[src/rtl/ptq_pkg.sv]
package ptq_pkg;

  localparam int MAX_FIRE = 32;
  localparam int FIRE_W   = $clog2(MAX_FIRE + 1);

  typedef enum logic [1:0] {
    KIND_TICK   = 2'd0,
    KIND_SCHED  = 2'd1,
    KIND_CANCEL = 2'd2,
    KIND_QUERY  = 2'd3
  } kind_e_t;

  typedef enum logic [1:0] {
    REPLY_SCHED  = 2'd0,
    REPLY_CANCEL = 2'd1,
    REPLY_QUERY  = 2'd2,
    REPLY_FIRED  = 2'd3
  } reply_e_t;

  typedef enum logic [1:0] {
    SRCH_FREE = 2'd0,
    SRCH_ID   = 2'd1,
    SRCH_DUE  = 2'd2
  } srch_e_t;

  typedef enum logic [1:0] {
    CMD_NONE  = 2'd0,
    CMD_LOAD  = 2'd1,
    CMD_CLEAR = 2'd2,
    CMD_REARM = 2'd3
  } cmd_e_t;

  typedef enum logic [1:0] {
    ST_IDLE  = 2'd0,
    ST_SWEEP = 2'd1,
    ST_ACT   = 2'd2,
    ST_FLUSH = 2'd3
  } state_t;

  // search token handed from cell to cell
  typedef struct packed {
    logic        go;
    logic        found;
    logic        periodic;
    logic [63:0] ident;
    logic [63:0] due;
    logic [63:0] order;
  } tok_t;

  // write command broadcast to all cells
  typedef struct packed {
    cmd_e_t      kind;
    logic [63:0] ident;
    logic [63:0] due;
    logic [31:0] interval;
    logic [63:0] order;
  } cmd_t;

endpackage

[src/rtl/ptq_cell.sv]
module ptq_cell #(
  parameter int IW         = 4,
  parameter int CELL_INDEX = 0
) (
  input  logic             clk,
  input  logic             rst,
  input  ptq_pkg::srch_e_t srch,
  input  logic [63:0]      cur_time,
  input  logic [63:0]      key_id,
  input  ptq_pkg::tok_t    tok_in,
  input  logic [IW-1:0]    idx_in,
  input  ptq_pkg::cmd_t    cmd,
  input  logic [IW-1:0]    cmd_idx,
  output ptq_pkg::tok_t    tok_out,
  output logic [IW-1:0]    idx_out
);
  import ptq_pkg::*;

  localparam logic [IW-1:0] MY_IDX = IW'(CELL_INDEX);

  logic        valid;
  logic [63:0] ident;
  logic [63:0] due;
  logic [31:0] interval;
  logic [63:0] order;
  logic        take;

  // decide whether this cell beats the candidate carried in
  always_comb begin
    take = 1'b0;
    case (srch)
      SRCH_FREE: take = !valid && !tok_in.found;
      SRCH_ID:   take = valid && (key_id != 64'd0) && (ident == key_id) && !tok_in.found;
      SRCH_DUE:  take = valid && (due <= cur_time) &&
                        (!tok_in.found || (due < tok_in.due) ||
                         ((due == tok_in.due) && (order < tok_in.order)));
      default:   take = 1'b0;
    endcase
  end

  // pass the token on
  always_ff @(posedge clk) begin
    if (rst) begin
      tok_out.go <= 1'b0;
    end else begin
      tok_out.go <= tok_in.go;
    end
    if (take) begin
      tok_out.found    <= 1'b1;
      tok_out.periodic <= (interval != 32'd0);
      tok_out.ident    <= ident;
      tok_out.due      <= due;
      tok_out.order    <= order;
      idx_out          <= MY_IDX;
    end else begin
      tok_out.found    <= tok_in.found;
      tok_out.periodic <= tok_in.periodic;
      tok_out.ident    <= tok_in.ident;
      tok_out.due      <= tok_in.due;
      tok_out.order    <= tok_in.order;
      idx_out          <= idx_in;
    end
  end

  // apply writes addressed to this cell
  always_ff @(posedge clk) begin
    if (rst) begin
      valid <= 1'b0;
    end else if (cmd_idx == MY_IDX) begin
      case (cmd.kind)
        CMD_LOAD: begin
          valid    <= 1'b1;
          ident    <= cmd.ident;
          due      <= cmd.due;
          interval <= cmd.interval;
          order    <= cmd.order;
        end
        CMD_CLEAR: valid <= 1'b0;
        CMD_REARM: begin
          due   <= due + {32'd0, interval};
          order <= cmd.order;
        end
        default: ;
      endcase
    end
  end

endmodule

[config.mk]
export PLATFORM = sky130hd
export DESIGN_NAME = ptq_cell
export DESIGN_NICKNAME = d
export VERILOG_FILES = /design/src/rtl/ptq_pkg.sv /design/src/rtl/ptq_cell.sv
export SDC_FILE = /design/constraint.sdc
export NUM_CORES = 1
export LEC_CHECK = 0
export BUFFER_PORTS_ARGS = -buffer_cell sky130_fd_sc_hd__buf_4
export CORE_AREA = 2 2 296 298
export DETAILED_ROUTE_END_ITERATION = 8
export DIE_AREA = 0 0 298 300
export PLACE_DENSITY = 0.52
export REMOVE_ABC_BUFFERS = 1
export SKIP_LAST_GASP = 1
export SYNTH_ARGS = -nofsm -noshare
export SYNTH_HDL_FRONTEND = slang
export SYNTH_SLANG_ARGS = --single-unit
[constraint.sdc]
create_clock -name clk -period 5.6 [get_ports clk]
set_clock_uncertainty 0.15 [all_clocks]
set_input_delay 0.28 -clock clk [delete_from_list [all_inputs] [get_ports clk]]
set_output_delay 0.28 -clock clk [all_outputs]
set_load 0.1 [all_outputs]
==> results of run 1 <==
-- flip-flops by register name, summed over array words and instances (netlist names) --
signal,count
due,64
order,64
idx_out,4
tok_out,195
valid,1
interval,32
ident,64
-- worst max-delay path by stage --
stage	startpoint	endpoint	slack, ns	cells past startpoint
after floorplan	due[55]$_DFFE_PP_	tok_out[0]$_DFF_P_	-8.68	8
after global placement	due[13]$_DFFE_PP_	tok_out[179]$_DFF_P_	1.18	10
after detailed placement	due[61]$_DFFE_PP_	tok_out[179]$_DFF_P_	1.16	11
after CTS	due[13]$_DFFE_PP_	tok_out[179]$_DFF_P_	1.14	10
after global routing	due[61]$_DFFE_PP_	tok_out[177]$_DFF_P_	0.94	11
final	due[30]$_DFFE_PP_	tok_out[177]$_DFF_P_	1.21	11
-- power groups by stage --
stage                     Combinational, uW  Sequential (uW)  Clock (uW)
final                                  2060             3440        3660
after global placement                 1800             3510           0
after floorplan                         446             4230           0
after detailed placement               1800             3500           0
after global routing                   2170             3450        3860
after CTS                              2070             3440        3750
-- worst register-to-register path: stages (launching register included) --
cell and delay (ns):
edfxtp_1 0.53, ha_1 0.37, nand3_1 0.13, nor4_1 1.12
a221oi_1 0.23, o211ai_1 0.34, nand2b_1 0.11, a211o_1 0.32
o31ai_4 0.11, buf_12 0.22, buf_12 0.28, mux2_1 0.39
-- timing repair --
item,in CTS,in global routing
endpoints found under the hold margin,423,0
hold buffers,425,0
gates resized for setup,0,0
-- logic make-up after synthesis --
logic type      count (synthesis)
mux                           220
simple gates                  407
flops                         424
fa+ha+maj                     227
compound gates                356
xor+xnor                       78
buf+inv                       285
-- synth_stat cells, types with 8 or more instances --
cell       count  area (um^2)
inv_1        230          863
ha_1         226         2830
edfxtp_1     224         6730
dfxtp_1      200         4000
a21oi_1      107          536
mux2_4       100         1500
mux2_2        92         1040
nand2_1       87          327
nor2_1        74          278
nand4_1       61          382
o21ai_0       58          290
xnor2_1       53          464
a21o_1        42          315
nand3_1       41          205
nor4_1        40          250
clkbuf_1      32          120
a31oi_1       27          169
xor2_1        25          219
a211oi_1      21          158
mux2_1        18          203
buf_6         14          158
nor2b_1       14         87.6
o211ai_1      14          105
or3_1         14         87.6
or4_1         13         97.6
o31ai_1       12         90.1
nor3_1        11         55.1
a2111oi_0     10         87.6
mux2i_1       10          100
and2_1         8         50.1
and3_1         8         50.1
and4_1         8         70.1
nand2b_1       8         50.1
-- final cells by class --
class	instances	area (um^2)	area share
multi-input cells	1288	10900	0.302
flip-flops and latches	424	10700	0.298
repair buffers	1207	10200	0.284
clock buffers	69	1470	0.0408
well taps	1155	1450	0.0401
inverters	231	867	0.0241
clock inverters	30	382	0.0106
diodes	10	25.0	0.000694
-- metal layers --
layer  track usage  up-vias  wire length (um)
met5             0        -                80
met4        0.0613       12              2530
met3        0.0512      133              6940
met2         0.349      726             46300
met1         0.272     9688             42100
li1              -     9771                 -
-- metrics by stage --
stage               hold WS (ns)  power, uW  setup slack (ns)  setup TNS, ns
detailed placement         0.309       5310              1.16              0
finish                    0.0419       9170              1.21              0
global route               0.121       9480             0.938              0
CTS                       0.0424       9260              1.14              0
floorplan                  0.202       4670             -8.68       -1702.36
global placement           0.308       5300              1.18              0
==> metrics.txt, run 1 <==
Final Non-Filler Cells 4414; Top Ports 760; share of post-route cells with drive strength above 1 0.331; CTS Buf Count between 50 and 60; Yosys warning count 0; post-synthesis mux area share 0.125; Max Clk Rate 228 MHz; largest family of logic cells by synthesized area adder cells; Worst R2R Setup Slack approximately 1.2 ns; crit path max fanout 35; # Post-CTS Setup Buffers 0; share of power burned in registers 0.375; cells after synthesis 1997; Max-slew headroom 0.107; Final Hold Viols 0; Pre-antenna DRT Iters 5; Post-Synth XOR/XNOR Area 0.0300; CP arrival between 4 and 5 ns; DR DRC count 0; FP Rows between 100 and 150; Synth cell types just under 70; CP most frequent cell buf_12; Final Cycle Share 0.785; vias in the first global route ~21000; placed wire-length estimate 78500 um; clock root buffer clkbuf_16; number of buffers added on ports about 760; design area ~0.036 mm^2; area of the core between 0.08 and 0.09 mm^2; Critical path buffers and inverters 2; GR Overflow Total 0; placed insts between 3000 and 4000; Syn Std Cell Area 0.0228 mm^2; CTS tree built; Max VDD drop between 0.15 and 0.2 mV; global placement routability congestion 0.924; number of synthesized flops with an enable pin about 220; Endpoint, Worst Hold due[49]$_DFFE_PP_; FFs w/ async S/R, synth 0; #FFs+latches synth approximately 420; worst skew pair latency roughly 0.62 ns; Final Setup Violations 0; commonest cells after routing, fill and taps aside 772 x buf_4, 425 x dlygate4sd3_1, 230 x inv_1; Clock transition at path regs around 0.06 ns; Chip Height 300 um; Worst Hold Class primary input to flip-flop; # nets final 3993; switching power 2760 uW; Synth Area in Adders 0.125; drt wl/cell ~22 um; Syn Area/Cell between 10 and 15 um^2; Die Wd between 200 and 300 um; compound-gate portion of the synthesized area 0.102; hold path start cmd[145]; Initial Utilization 0.264; CP required just under 6 ns; gr usage total 0.211; via/cell ratio 4.61; reg2reg end tok_out[177]$_DFF_P_; via count approximately 20000; outcome finished clean; delay-heaviest family, CP simple AND/OR/NAND/NOR gates; Final Util 0.418; CP max stage delay between 1 and 1.5 ns; CP Capture Type flip-flop; Post-Synth Simple-Gate Area 0.0945; Layout area overhead 58.4%; Clk pwr share 0.400; drt total wl about 98000 um; LEAKAGE ~0.016 uW; initial DRC count 1165; Clock H-tree levels 2; combinational share of power 0.225; Routed Antenna Nets 0; Slew Limit Fails 0; die area roughly 0.089 mm^2; Period minus WS final between 4 and 5 ns; crit path cell chain ha_1 -> nand3_1 -> nor4_1 -> a221oi_1 -> o211ai_1 -> nand2b_1 -> a211o_1 -> o31ai_4 -> buf_12 -> buf_12 -> mux2_1; RSZ-0062 raised after global routing no; Min-Delay Path Depth 3; Max-Cap Viols 0; clk sinks 424; Sw Ratio 0.301; Primary FF master, synth edfxtp_1; register area share after synthesis 0.472; largest net degree at the start of global routing 66; first-pass GRT wire length roughly 140000 um; Pint between 6000 and 7000 uW; fill count 8295; commonest non-fill, non-tap cell in the layout buf_4; reg2reg path depth 11; FF-to-FF Start due[30]$_DFFE_PP_; initial antenna violation count 17; power per cell area 254 mW/mm^2; maximum clock insertion buffer count 3; Crit Path Category flip-flop to flip-flop; crit path max-delay cell type nor4_1; Worst Tran Pin Value about 1.3 ns; placed inst area 0.0299 mm^2; crit path launch type flip-flop
Power figures use the tool's default switching activity.
==> run 2: changes to the inputs <==
CORE_AREA = 2 2 299 301   (was 2 2 296 298)
DIE_AREA = 0 0 301 303   (was 0 0 298 300)
PLACE_DENSITY = 0.53   (was 0.52)
clock period = 3.65 ns   (was 5.6 ns; I/O delays follow)
==> metrics.txt, run 2 (synthesized netlist as in run 1, its figures left out) <==
initial antenna violation count 17 (unchanged); crit path launch type flip-flop; Period minus WS final 3.71 ns (-0.683 ns); placed insts 3990 (+2.8%); combinational share of power 0.234 (+0.009); DR DRC count 0 (unchanged); setup slack after layout -0.0613 ns (-1.27 ns); Final Hold Viols 0 (unchanged); CP required 4.00 ns (-1.95 ns); CTS Buf Count 53 (unchanged); clk sinks 424 (unchanged); CP arrival 4.06 ns (-0.68 ns); crit path max fanout 9 (-74%); Routed Antenna Nets 0 (unchanged); clock root buffer clkbuf_16; placed inst area 0.0308 mm^2 (+2.8%); Clk pwr share 0.388 (-0.012); number of buffers added on ports 759 (unchanged); Final Util 0.427 (+0.00912); GRT met1 Usage 0.271 (-0.000384); CP Launch Point due[63]$_DFFE_PP_; Layout area overhead 65.2%; area of the core 0.0880 mm^2 (+2.0%); Max VDD drop 0.337 mV (+71%); GR Overflow Total 0 (unchanged); design area 0.0376 mm^2 (+4.3%); via count 20800 (+2.4%); die area 0.0912 mm^2 (+2.0%); Sequential Area 0.0107 mm^2 (unchanged); FF-to-FF Start due[63]$_DFFE_PP_; fill count 8366 (+0.86%); hold path start cmd[176]; Final Cycle Share 1.02 (+0.232); Top Ports 760 (unchanged); Final Non-Filler Cells 4557 (+3.2%); Final Setup Violations 19 (+19); largest net degree at the start of global routing 69 (+4.5%); share of power burned in registers 0.378 (+0.003); Max Clk Rate 269 MHz (+18%); CTS tree built; Max-slew headroom 0.350 (+0.243); Worst Tran Pin Value 0.966 ns (-0.362 ns); Slew Limit Fails 0 (unchanged); commonest cells after routing, fill and taps aside 889 x buf_4, 427 x dlygate4sd3_1, 230 x inv_1; failing checks negative setup slack; commonest non-fill, non-tap cell in the layout buf_4; Initial Utilization 0.259 (-0.00526); Pre-antenna DRT Iters 5 (unchanged); # nets final 4133 (+3.5%); gr usage total 0.212 (+0.00104); FP Rows 109 (+0.93%); LEAKAGE 0.0171 uW (+5.2%); Crit Path Category flip-flop to flip-flop; vias in the first global route 21500 (+2.6%); maximum clock insertion buffer count 3 (unchanged); placed wire-length estimate 81600 um (+4.0%); Clock H-tree levels 2 (unchanged); drt wl/cell 22.5 um (+1.5%); Chip Height 303 um (+1.0%); met2 Usage GRT 0.353 (+0.00337); drt total wl 103000 um (+4.8%); largest reg by FF count tok_out; worst skew pair latency 0.61 ns (about the same); Pint 9710 uW (+52%); Worst R2R Setup Slack -0.06 ns (-1.27 ns); Sw Ratio 0.305 (+0.00305); switching power 4250 uW (+54%); RSZ-0062 raised after global routing yes; worst hold slack 0.146 ns (+0.104 ns); Worst Hold Class primary input to flip-flop; first-pass GRT wire length 141000 um (+1.2%); power per cell area 372 mW/mm^2 (+46%); outcome finished with violations; gr busiest metal met2; Clock transition at path regs 0.06 ns (about the same); via/cell ratio 4.57 (-0.84%); global placement routability congestion 0.940 (+1.7%); CP Capture Type flip-flop; initial DRC count 1163 (-0.17%); area of the multi-input gates 0.0111 mm^2 (+2.2%); Max-Cap Viols 0 (unchanged); GR Util met3 0.0521 (+0.000898); share of post-route cells with drive strength above 1 0.367 (+0.0363); Die Wd 301 um (+1.0%); max reg flops 195 (unchanged)
==> run 2: power groups by stage <==
stage          sequential, uW  clock [uW]  combinational [uW]
2_1_floorplan            6480           0                 684
3_3_place_gp             5380           0                2800
3_5_place_dp             5380           0                2800
4_1_cts                  5280        5560                3230
5_1_grt                  5290        5720                3420
6_report                 5280        5410                3270
==> run 2: path summary, 6_finish.rpt <==
| path | endpoint | cells past startpoint |
|---|---|---|
| max reg2reg | tok_out[122]$_DFF_P_ | 12 |
| min reg2reg | tok_out[0]$_DFF_P_ | 1 |
| min | ident[16]$_DFFE_PP_ | 2 |
| max | tok_out[122]$_DFF_P_ | 12 |
==> run 2: area by class of cell <==
cell class | instances | share of cell area
Antenna cell | 4 | 0.000266
Clock buffer | 81 | 0.0438
Timing Repair Buffer | 1347 | 0.309
Sequential cell | 424 | 0.286
Multi-Input combinational cell | 1288 | 0.296
Inverter | 231 | 0.0231
Tap cell | 1165 | 0.0388
Clock inverter | 17 | 0.00356
==> run 2: metal layers <==
metal	vias to the layer above	part of all wire
met3	148	0.069
li1	10000	-
met1	9896	0.43
met2	705	0.47
met5	-	0.0013
met4	20	0.026
==> run 2: what timing repair did <==
item,CTS,global route
gates cloned,2,8
setup endpoints to repair,195,198
buffers inserted,16,13
pin swaps,4,18
hold buffers,427,0
resized for setup,15,40
endpoints found under the hold margin,424,0
==> run 2: critical path, cell delays in order, from the launching register on <==
cell and delay [ns]:
edfxtp_1 0.50, ha_4 0.32, nand4_1 0.20, nor4_2 0.28, buf_4 0.18, nand3_2 0.07, or4_4 0.54, a2111oi_4 0.42
o31ai_4 0.14, buf_12 0.19, buf_12 0.16, clkbuf_16 0.16, mux2_4 0.28
==> run 2: metrics by stage <==
step                      power, uW  worst slack, ns  setup TNS, ns
final                         14000          -0.0613         -0.879
after global routing          14400           -0.198         -17.29
after CTS                     14100          -0.0295         -0.359
after detailed placement       8180           -0.338         -54.61
after global placement         8180           -0.276         -44.19
after floorplan                7170           -10.63       -2330.20
